`config.mk`:
```
export PLATFORM = sky130hd
export DESIGN_NAME = ssti_scale
export DESIGN_NICKNAME = d
export VERILOG_FILES = /design/src/rtl/core/ssti_pkg.sv /design/src/rtl/core/ssti_scale.sv
export SDC_FILE = /design/constraint.sdc
export NUM_CORES = 2
export LEC_CHECK = 0
export BUFFER_PORTS_ARGS = -buffer_cell sky130_fd_sc_hd__clkbuf_2
export CORE_AREA = 2 2 243 245
export DETAILED_ROUTE_END_ITERATION = 10
export DIE_AREA = 0 0 245 247
export GPL_TIMING_DRIVEN = 0
export PLACE_DENSITY = 0.71
export SYNTH_ARGS = -nofsm -noshare
export SYNTH_HDL_FRONTEND = slang
export SYNTH_SLANG_ARGS = --single-unit
export TNS_END_PERCENT = 50
```
`constraint.sdc`:
```
create_clock -name aclk -period 9.6 [get_ports aclk]
set_input_delay 0.96 -clock aclk [delete_from_list [all_inputs] [get_ports aclk]]
set_output_delay 0.96 -clock aclk [all_outputs]
set_load 0.02 [all_outputs]
```
`src/rtl/core/ssti_pkg.sv`:
```
// ----------------------------------------------------------------------------
// ssti_pkg
// Shared constants and types for the staged Simpson tracker integrator.
// ----------------------------------------------------------------------------
package ssti_pkg;

    localparam int FRAC_BITS        = 16;
    localparam int DEF_MAX_TRACKERS = 8;
    localparam int DATA_W           = 32;
    localparam int PARAM_W          = 31;
    localparam int NUM_W            = 36;
    localparam int RES_W            = 36;

    localparam logic [PARAM_W-1:0] DEF_STEP = 31'd65536;

    localparam logic [0:0] REQ_LOAD = 1'b0;
    localparam logic [0:0] REQ_STEP = 1'b1;

    localparam logic [0:0] REG_TIME_STEP     = 1'b0;
    localparam logic [0:0] REG_INV_TIME_STEP = 1'b1;

    typedef logic [1:0] den_t;
    localparam den_t DEN_1 = 2'd0;
    localparam den_t DEN_2 = 2'd1;
    localparam den_t DEN_3 = 2'd2;
    localparam den_t DEN_6 = 2'd3;

    typedef struct packed {
        logic start;
        den_t den;
    } scl_req_t;

    typedef logic [2:0][DATA_W-1:0] vec3_t;

    typedef struct packed {
        vec3_t older;
        vec3_t prev;
    } vel_row_t;

endpackage

```
`src/rtl/core/ssti_scale.sv`:
```
// ----------------------------------------------------------------------------
// ssti_scale
// Multi-cycle scaler: round(num * mult / (den * 2^FRAC_BITS)), ties away
// from zero, magnitude clamped where the caller saturates anyway.
// ----------------------------------------------------------------------------
module ssti_scale (
    input  logic                                aclk,
    input  logic                                aresetn,
    input  ssti_pkg::scl_req_t                  req,
    input  logic signed [ssti_pkg::NUM_W-1:0]   num,
    input  logic [ssti_pkg::PARAM_W-1:0]        mult,
    output logic                                busy,
    output logic signed [ssti_pkg::RES_W-1:0]   result
);

    localparam int HALF_W    = ssti_pkg::NUM_W / 2;
    localparam int PROD_W    = HALF_W + ssti_pkg::PARAM_W;
    localparam int SUM_W     = PROD_W + HALF_W;
    localparam int CLAMP_W   = ssti_pkg::RES_W - 1;
    localparam int QUO_W     = 40;
    localparam int DIV_STEPS = QUO_W / 8;
    localparam int RECIP3    = 683;
    localparam int RECIP3_SH = 11;

    localparam logic [2:0] SC_IDLE = 3'd0;
    localparam logic [2:0] SC_LO   = 3'd1;
    localparam logic [2:0] SC_HI   = 3'd2;
    localparam logic [2:0] SC_SUM  = 3'd3;
    localparam logic [2:0] SC_DIV  = 3'd4;
    localparam logic [2:0] SC_SIGN = 3'd5;

    logic [2:0]                    state_reg, state_next;
    logic [2:0]                    cnt_reg;
    logic [ssti_pkg::NUM_W-1:0]    mag_reg;
    logic [ssti_pkg::NUM_W-1:0]    num_mag;
    logic                          neg_reg;
    logic [ssti_pkg::PARAM_W-1:0]  mult_reg;
    ssti_pkg::den_t                den_reg;
    logic [PROD_W-1:0]             prod_lo_reg, prod_hi_reg, product;
    logic [HALF_W-1:0]             mul_a;
    logic [SUM_W-1:0]              rnd, sum, shifted;
    logic [QUO_W-1:0]              quo_reg;
    logic [1:0]                    rem_reg;
    logic [2:0]                    den_val;
    logic                          div3, even;
    logic [9:0]                    x, r10;
    logic [20:0]                   recip;
    logic [7:0]                    q8;
    logic [ssti_pkg::RES_W-1:0]    mag_out;

    assign busy    = (state_reg != SC_IDLE);
    assign num_mag = num[ssti_pkg::NUM_W-1] ? (~num + 1'b1) : num;

    always_comb begin
        unique case (den_reg)
            ssti_pkg::DEN_1: den_val = 3'd1;
            ssti_pkg::DEN_2: den_val = 3'd2;
            ssti_pkg::DEN_3: den_val = 3'd3;
            default:         den_val = 3'd6;
        endcase
    end

    assign div3 = (den_reg == ssti_pkg::DEN_3) || (den_reg == ssti_pkg::DEN_6);
    assign even = (den_reg == ssti_pkg::DEN_2) || (den_reg == ssti_pkg::DEN_6);

    assign mul_a   = (state_reg == SC_LO) ? mag_reg[HALF_W-1:0]
                                          : mag_reg[ssti_pkg::NUM_W-1:HALF_W];
    assign product = PROD_W'(mul_a) * PROD_W'(mult_reg);

    assign rnd     = SUM_W'(den_val) << (ssti_pkg::FRAC_BITS - 1);
    assign sum     = {prod_hi_reg, {HALF_W{1'b0}}} + SUM_W'(prod_lo_reg) + rnd;
    assign shifted = even ? (sum >> (ssti_pkg::FRAC_BITS + 1))
                          : (sum >> ssti_pkg::FRAC_BITS);

    // radix-256 long division by three, top chunk first
    assign x     = {rem_reg, quo_reg[QUO_W-1 -: 8]};
    assign recip = 21'(x) * 21'(RECIP3);
    assign q8    = recip[RECIP3_SH +: 8];
    assign r10   = x - {1'b0, q8, 1'b0} - {2'b0, q8};

    assign mag_out = {1'b0, quo_reg[CLAMP_W-1:0]};

    always_comb begin
        state_next = state_reg;
        unique case (state_reg)
            SC_IDLE: if (req.start) state_next = SC_LO;
            SC_LO:   state_next = SC_HI;
            SC_HI:   state_next = SC_SUM;
            SC_SUM:  state_next = SC_DIV;
            SC_DIV:  if (cnt_reg == 3'(DIV_STEPS - 1)) state_next = SC_SIGN;
            SC_SIGN: state_next = SC_IDLE;
            default: state_next = SC_IDLE;
        endcase
    end

    always_ff @(posedge aclk) begin
        if (!aresetn) begin
            state_reg <= SC_IDLE;
            cnt_reg   <= '0;
        end else begin
            state_reg <= state_next;
            if (state_reg == SC_SUM) begin
                cnt_reg <= '0;
            end else if (state_reg == SC_DIV) begin
                cnt_reg <= cnt_reg + 3'd1;
            end
        end
    end

    always_ff @(posedge aclk) begin
        if (state_reg == SC_IDLE && req.start) begin
            mag_reg  <= num_mag;
            neg_reg  <= num[ssti_pkg::NUM_W-1];
            mult_reg <= mult;
            den_reg  <= req.den;
        end
        if (state_reg == SC_LO) prod_lo_reg <= product;
        if (state_reg == SC_HI) prod_hi_reg <= product;
        if (state_reg == SC_SUM) begin
            rem_reg <= '0;
            if (|shifted[SUM_W-1:CLAMP_W]) begin
                quo_reg <= QUO_W'({CLAMP_W{1'b1}});
            end else begin
                quo_reg <= QUO_W'(shifted[CLAMP_W-1:0]);
            end
        end
        if (state_reg == SC_DIV) begin
            if (div3) begin
                quo_reg <= {quo_reg[QUO_W-9:0], q8};
                rem_reg <= r10[1:0];
            end else begin
                quo_reg <= {quo_reg[QUO_W-9:0], quo_reg[QUO_W-1 -: 8]};
            end
        end
        if (state_reg == SC_SIGN) begin
            result <= neg_reg ? $signed(~mag_out + 1'b1) : $signed(mag_out);
        end
    end

endmodule

```
==> flow_summary.html <==
<table>
<tr><th>Metric</th><th>Value</th></tr>
<tr><th colspan="2">Clock tree</th></tr>
<tr><td>TritonCTS clock tree</td><td>yes</td></tr>
<tr><td>Clock Sinks</td><td>roughly 240</td></tr>
<tr><td>Hold buffer count at CTS</td><td>0</td></tr>
<tr><td>Num CTS Buffers</td><td>28</td></tr>
<tr><td>Clk Tree Root Cell</td><td>sky130_fd_sc_hd__clkbuf_16</td></tr>
<tr><td>Number of H-tree branching levels</td><td>1</td></tr>
<tr><td>Insertion delay of the later-clocked pin in the worst-skew pair</td><td>620 ps</td></tr>
<tr><td>Worst-case clock buffer depth</td><td>3</td></tr>
<tr><td>Clk slew on worst S/H paths</td><td>80 ps</td></tr>
<tr><th colspan="2">Setup path</th></tr>
<tr><td>Required @ worst endpoint</td><td>approximately 10000 ps</td></tr>
<tr><td>Largest fanout of any net on the critical path</td><td>15</td></tr>
<tr><td>Setup crit start kind</td><td>flip-flop</td></tr>
<tr><td>CP Class</td><td>flip-flop to flip-flop</td></tr>
<tr><td>Sort of element at the end of the critical path</td><td>flip-flop</td></tr>
<tr><td>Critical path data arrival time</td><td>9350 ps</td></tr>
<tr><th colspan="2">Synth</th></tr>
<tr><td>Synth cell types</td><td>73</td></tr>
<tr><td>Leading post-synthesis cells by cell area</td><td>sky130_fd_sc_hd__fa_1 (31%), sky130_fd_sc_hd__edfxtp_1 (22%), sky130_fd_sc_hd__ha_1 (8.8%)</td></tr>
<tr><td>Syn nets</td><td>just over 4000</td></tr>
<tr><td>Largest area contributor in the synthesized netlist</td><td>sky130_fd_sc_hd__fa_1</td></tr>
<tr><td>Fraction of synthesis flops using an asynchronous set or reset pin</td><td>0%</td></tr>
<tr><td>Gate count after technology mapping</td><td>3273</td></tr>
<tr><td>Most common cell in the netlist</td><td>sky130_fd_sc_hd__inv_1</td></tr>
<tr><td>Top-area cell type share of the netlist area</td><td>between 30% and 40%</td></tr>
<tr><td>Cell Area, Synth</td><td>around 32000 µm²</td></tr>
<tr><td>Commonest cells in the synthesized netlist</td><td>sky130_fd_sc_hd__inv_1 (595), sky130_fd_sc_hd__fa_1 (486), sky130_fd_sc_hd__nand2_1 (438)</td></tr>
<tr><td>Register bit total from synthesis</td><td>roughly 240</td></tr>
<tr><td>Synth Flop Type</td><td>sky130_fd_sc_hd__edfxtp_1</td></tr>
<tr><td>Register area share after synthesis</td><td>roughly 22%</td></tr>
<tr><td>Mean instance size in the synthesized netlist</td><td>slightly below 10 µm²</td></tr>
<tr><td>Synth warnings</td><td>0</td></tr>
<tr><td>EDFF count, synth</td><td>229</td></tr>
<tr><th colspan="2">STA</th></tr>
<tr><td>Setup-violating endpoint count in the final report</td><td>0</td></tr>
<tr><td>Pins over their slew limit</td><td>0</td></tr>
<tr><td>RSZ-0062 raised after global routing</td><td>false</td></tr>
<tr><td>Final clock skew</td><td>roughly 45 ps</td></tr>
<tr><td>Maximum achievable frequency</td><td>about 0.11 GHz</td></tr>
<tr><td>Least-Margin Pin Slew</td><td>between 900 and 1000 ps</td></tr>
<tr><td>Fin crit share</td><td>between 90% and 100%</td></tr>
<tr><td>Period minus WS final</td><td>9080 ps</td></tr>
<tr><td>Final hold violations</td><td>0</td></tr>
<tr><td>Hold slack final</td><td>between 500 and 600 ps</td></tr>
<tr><td>Max-slew headroom</td><td>about 33%</td></tr>
<tr><th colspan="2">Floorplan</th></tr>
<tr><td>Starting utilization of the core area</td><td>54.1%</td></tr>
<tr><td>Chip Width</td><td>245 µm</td></tr>
<tr><td>Total die area</td><td>60500 µm²</td></tr>
<tr><td>Core Footprint</td><td>58200 µm²</td></tr>
<tr><td>Number of rows created at floorplan</td><td>a little under 90</td></tr>
<tr><td>Top-level I/O count</td><td>109</td></tr>
<tr><td>Vertical die dimension</td><td>247 µm</td></tr>
<tr><th colspan="2">Detailed routing</th></tr>
<tr><td>Number of vias in the routed layout</td><td>23400</td></tr>
<tr><td>Vias per inst</td><td>5.55</td></tr>
<tr><td>Routed length per instance</td><td>19.7 µm</td></tr>
<tr><td>Detailed Route Iter0 Violations</td><td>1813</td></tr>
<tr><td>First-pass iteration count of the detailed router</td><td>5</td></tr>
<tr><td>Routed WL</td><td>about 83000 µm</td></tr>
<tr><td>Detail Route Antenna Nets</td><td>0</td></tr>
<tr><td>Remaining design rule violation count</td><td>0</td></tr>
<tr><th colspan="2">Layout</th></tr>
<tr><td>Number of nets in the layout</td><td>around 4200</td></tr>
<tr><td>Post-layout instance area</td><td>roughly 34000 µm²</td></tr>
<tr><td>Final standard cell utilization of the core</td><td>roughly three fifths</td></tr>
<tr><td>Final Instance Count excl. Fillers</td><td>~4200</td></tr>
<tr><td>Flip-flop count of the largest register after layout</td><td>49</td></tr>
<tr><td>Fraction of final layout cells sized beyond drive strength 1</td><td>under 10%</td></tr>
<tr><td>Layout overhead on the synthesized area</td><td>8.31%</td></tr>
<tr><th colspan="2">Placed design</th></tr>
<tr><td>Number of I/O port buffers</td><td>108</td></tr>
<tr><td>Placed cells</td><td>4161</td></tr>
<tr><td>Final RePlAce weighted congestion</td><td>between 0.9 and 1</td></tr>
<tr><td>Area of placed instances</td><td>33200 µm²</td></tr>
<tr><td>Final HPWL DP</td><td>just under 70000 µm</td></tr>
<tr><th colspan="2">Global route</th></tr>
<tr><td>Tot GR Track Use</td><td>28.1%</td></tr>
<tr><td>Number of antenna violations at the first check in global routing</td><td>0</td></tr>
<tr><td>Pin count of the biggest net entering global routing</td><td>39</td></tr>
<tr><td>Global route total overflow</td><td>0</td></tr>
<tr><td>Number of global-route vias before repair</td><td>~24000</td></tr>
<tr><td>Global-route wire length before repair</td><td>between 100000 and 150000 µm</td></tr>
<tr><th colspan="2">Hold path</th></tr>
<tr><td>Hold Crit Class</td><td>primary input to flip-flop</td></tr>
<tr><th colspan="2">Run status</th></tr>
<tr><td>Run status</td><td>completed</td></tr>
<tr><th colspan="2">Run</th></tr>
<tr><td>Number of maximum-capacitance violations</td><td>0</td></tr>
</table>
repair_timing:
item / 4_1_cts / 5_1_grt
buffers inserted: 0 / 0
resized for setup: 5 / 13
endpoints found under the hold margin: 0 / 0
endpoints found under the setup margin: 32 / 14
path summary, 6_finish.rpt:
check                                  from                         to  slack (ps)  cells after the start
setup / recovery  state_reg[0]$_SDFFE_PN0P_  prod_hi_reg[46]$_DFFE_PP_         520                     27
hold / removal                     mult[28]     mult_reg[28]$_DFFE_PP_         520                      1
setup reg to reg  state_reg[0]$_SDFFE_PN0P_  prod_hi_reg[46]$_DFFE_PP_         520                     27
hold reg to reg        quo_reg[0]$_DFFE_PP_        result[0]$_DFFE_PN_         520                      0
cell type report:
class	count	area, µm²
repair buffers	115	651
flip-flops and latches	237	7040
fillers	5034	24100
clock inverters	20	236
multi-input cells	2289	21700
inverters	595	2230
clock buffers	31	712
diodes	1	2.50
plain buffers	152	583
well taps	773	967
kinds of logic after synthesis:
group | count (synthesis) | synth area share (%)
and+or+nand+nor | 965 | 15.0
DFF | 237 | 22.3
AOI/OAI and AO/OA | 425 | 8.62
muxes | 36 | 1.22
adders and majority gates | 708 | 39.7
buffers and inverters | 747 | 8.89
xor gates and xnor gates | 155 | 4.31
placed cells by master (no fill, tap or decap), types with 16 or more instances in the layout:
cell                        Yosys  routed
sky130_fd_sc_hd__a21o_1        39      39
sky130_fd_sc_hd__nor3_1        29      28
sky130_fd_sc_hd__mux2_2        19      19
sky130_fd_sc_hd__inv_1        595     595
sky130_fd_sc_hd__or4_1         17      17
sky130_fd_sc_hd__xor2_1        27      27
sky130_fd_sc_hd__nand4_1       35      35
sky130_fd_sc_hd__nand2_1      438     438
sky130_fd_sc_hd__nand3_1       17      17
sky130_fd_sc_hd__and2_1       230     230
sky130_fd_sc_hd__clkbuf_2       0     115
sky130_fd_sc_hd__ha_1         222     222
sky130_fd_sc_hd__clkbuf_16      0      28
sky130_fd_sc_hd__edfxtp_1     229     229
sky130_fd_sc_hd__a21oi_1      135     135
sky130_fd_sc_hd__o31ai_1       24      24
sky130_fd_sc_hd__clkbuf_1     140     135
sky130_fd_sc_hd__xnor2_1      128     128
sky130_fd_sc_hd__mux2i_1       17      17
sky130_fd_sc_hd__o21ai_0       85      84
sky130_fd_sc_hd__nor2_1       103     101
sky130_fd_sc_hd__fa_1         486     486
sky130_fd_sc_hd__o21a_1        16      16
critical path: stages, from the launching register on:
cell and delay [ps]:
sky130_fd_sc_hd__dfxtp_1 300, sky130_fd_sc_hd__clkbuf_1 280, sky130_fd_sc_hd__nand2b_1 90, sky130_fd_sc_hd__clkbuf_1 230
sky130_fd_sc_hd__nor2_4 410, sky130_fd_sc_hd__clkbuf_4 430, sky130_fd_sc_hd__mux2_2 280, sky130_fd_sc_hd__clkbuf_1 510
sky130_fd_sc_hd__nand2_1 160, sky130_fd_sc_hd__fa_1 520, sky130_fd_sc_hd__fa_1 520, sky130_fd_sc_hd__fa_1 510
sky130_fd_sc_hd__inv_1 50, sky130_fd_sc_hd__fa_1 500, sky130_fd_sc_hd__fa_1 510, sky130_fd_sc_hd__inv_1 50
sky130_fd_sc_hd__fa_1 510, sky130_fd_sc_hd__inv_1 60, sky130_fd_sc_hd__ha_1 320, sky130_fd_sc_hd__and4_1 250
sky130_fd_sc_hd__o211a_1 160, sky130_fd_sc_hd__o31ai_1 100, sky130_fd_sc_hd__a21oi_1 330, sky130_fd_sc_hd__o21ai_0 260
sky130_fd_sc_hd__o311ai_1 400, sky130_fd_sc_hd__nand2_1 210, sky130_fd_sc_hd__o311ai_1 500, sky130_fd_sc_hd__o311ai_0 270
routing by layer:
layer | vias to the layer above | routed length (µm) | GRT usage [%]
met3 | 214 | 5870 | 4.28
li1 | 10800 | - | -
met2 | 976 | 39100 | 46.9
met4 | 0 | 4800 | 13.9
met5 | - | 0 | 0
met1 | 11400 | 33300 | 35.8
through the flow:
stage	TNS [ps]	setup WS (ps)
2_1_floorplan	0	741
3_3_place_gp	-87900	-2190
3_5_place_dp	-7790	-735
4_1_cts	0	119
5_1_grt	0	32.7
6_report	0	519
Power is not shown: default switching activity piles up to over one toggle a cycle in this logic, so the estimate is an artifact.
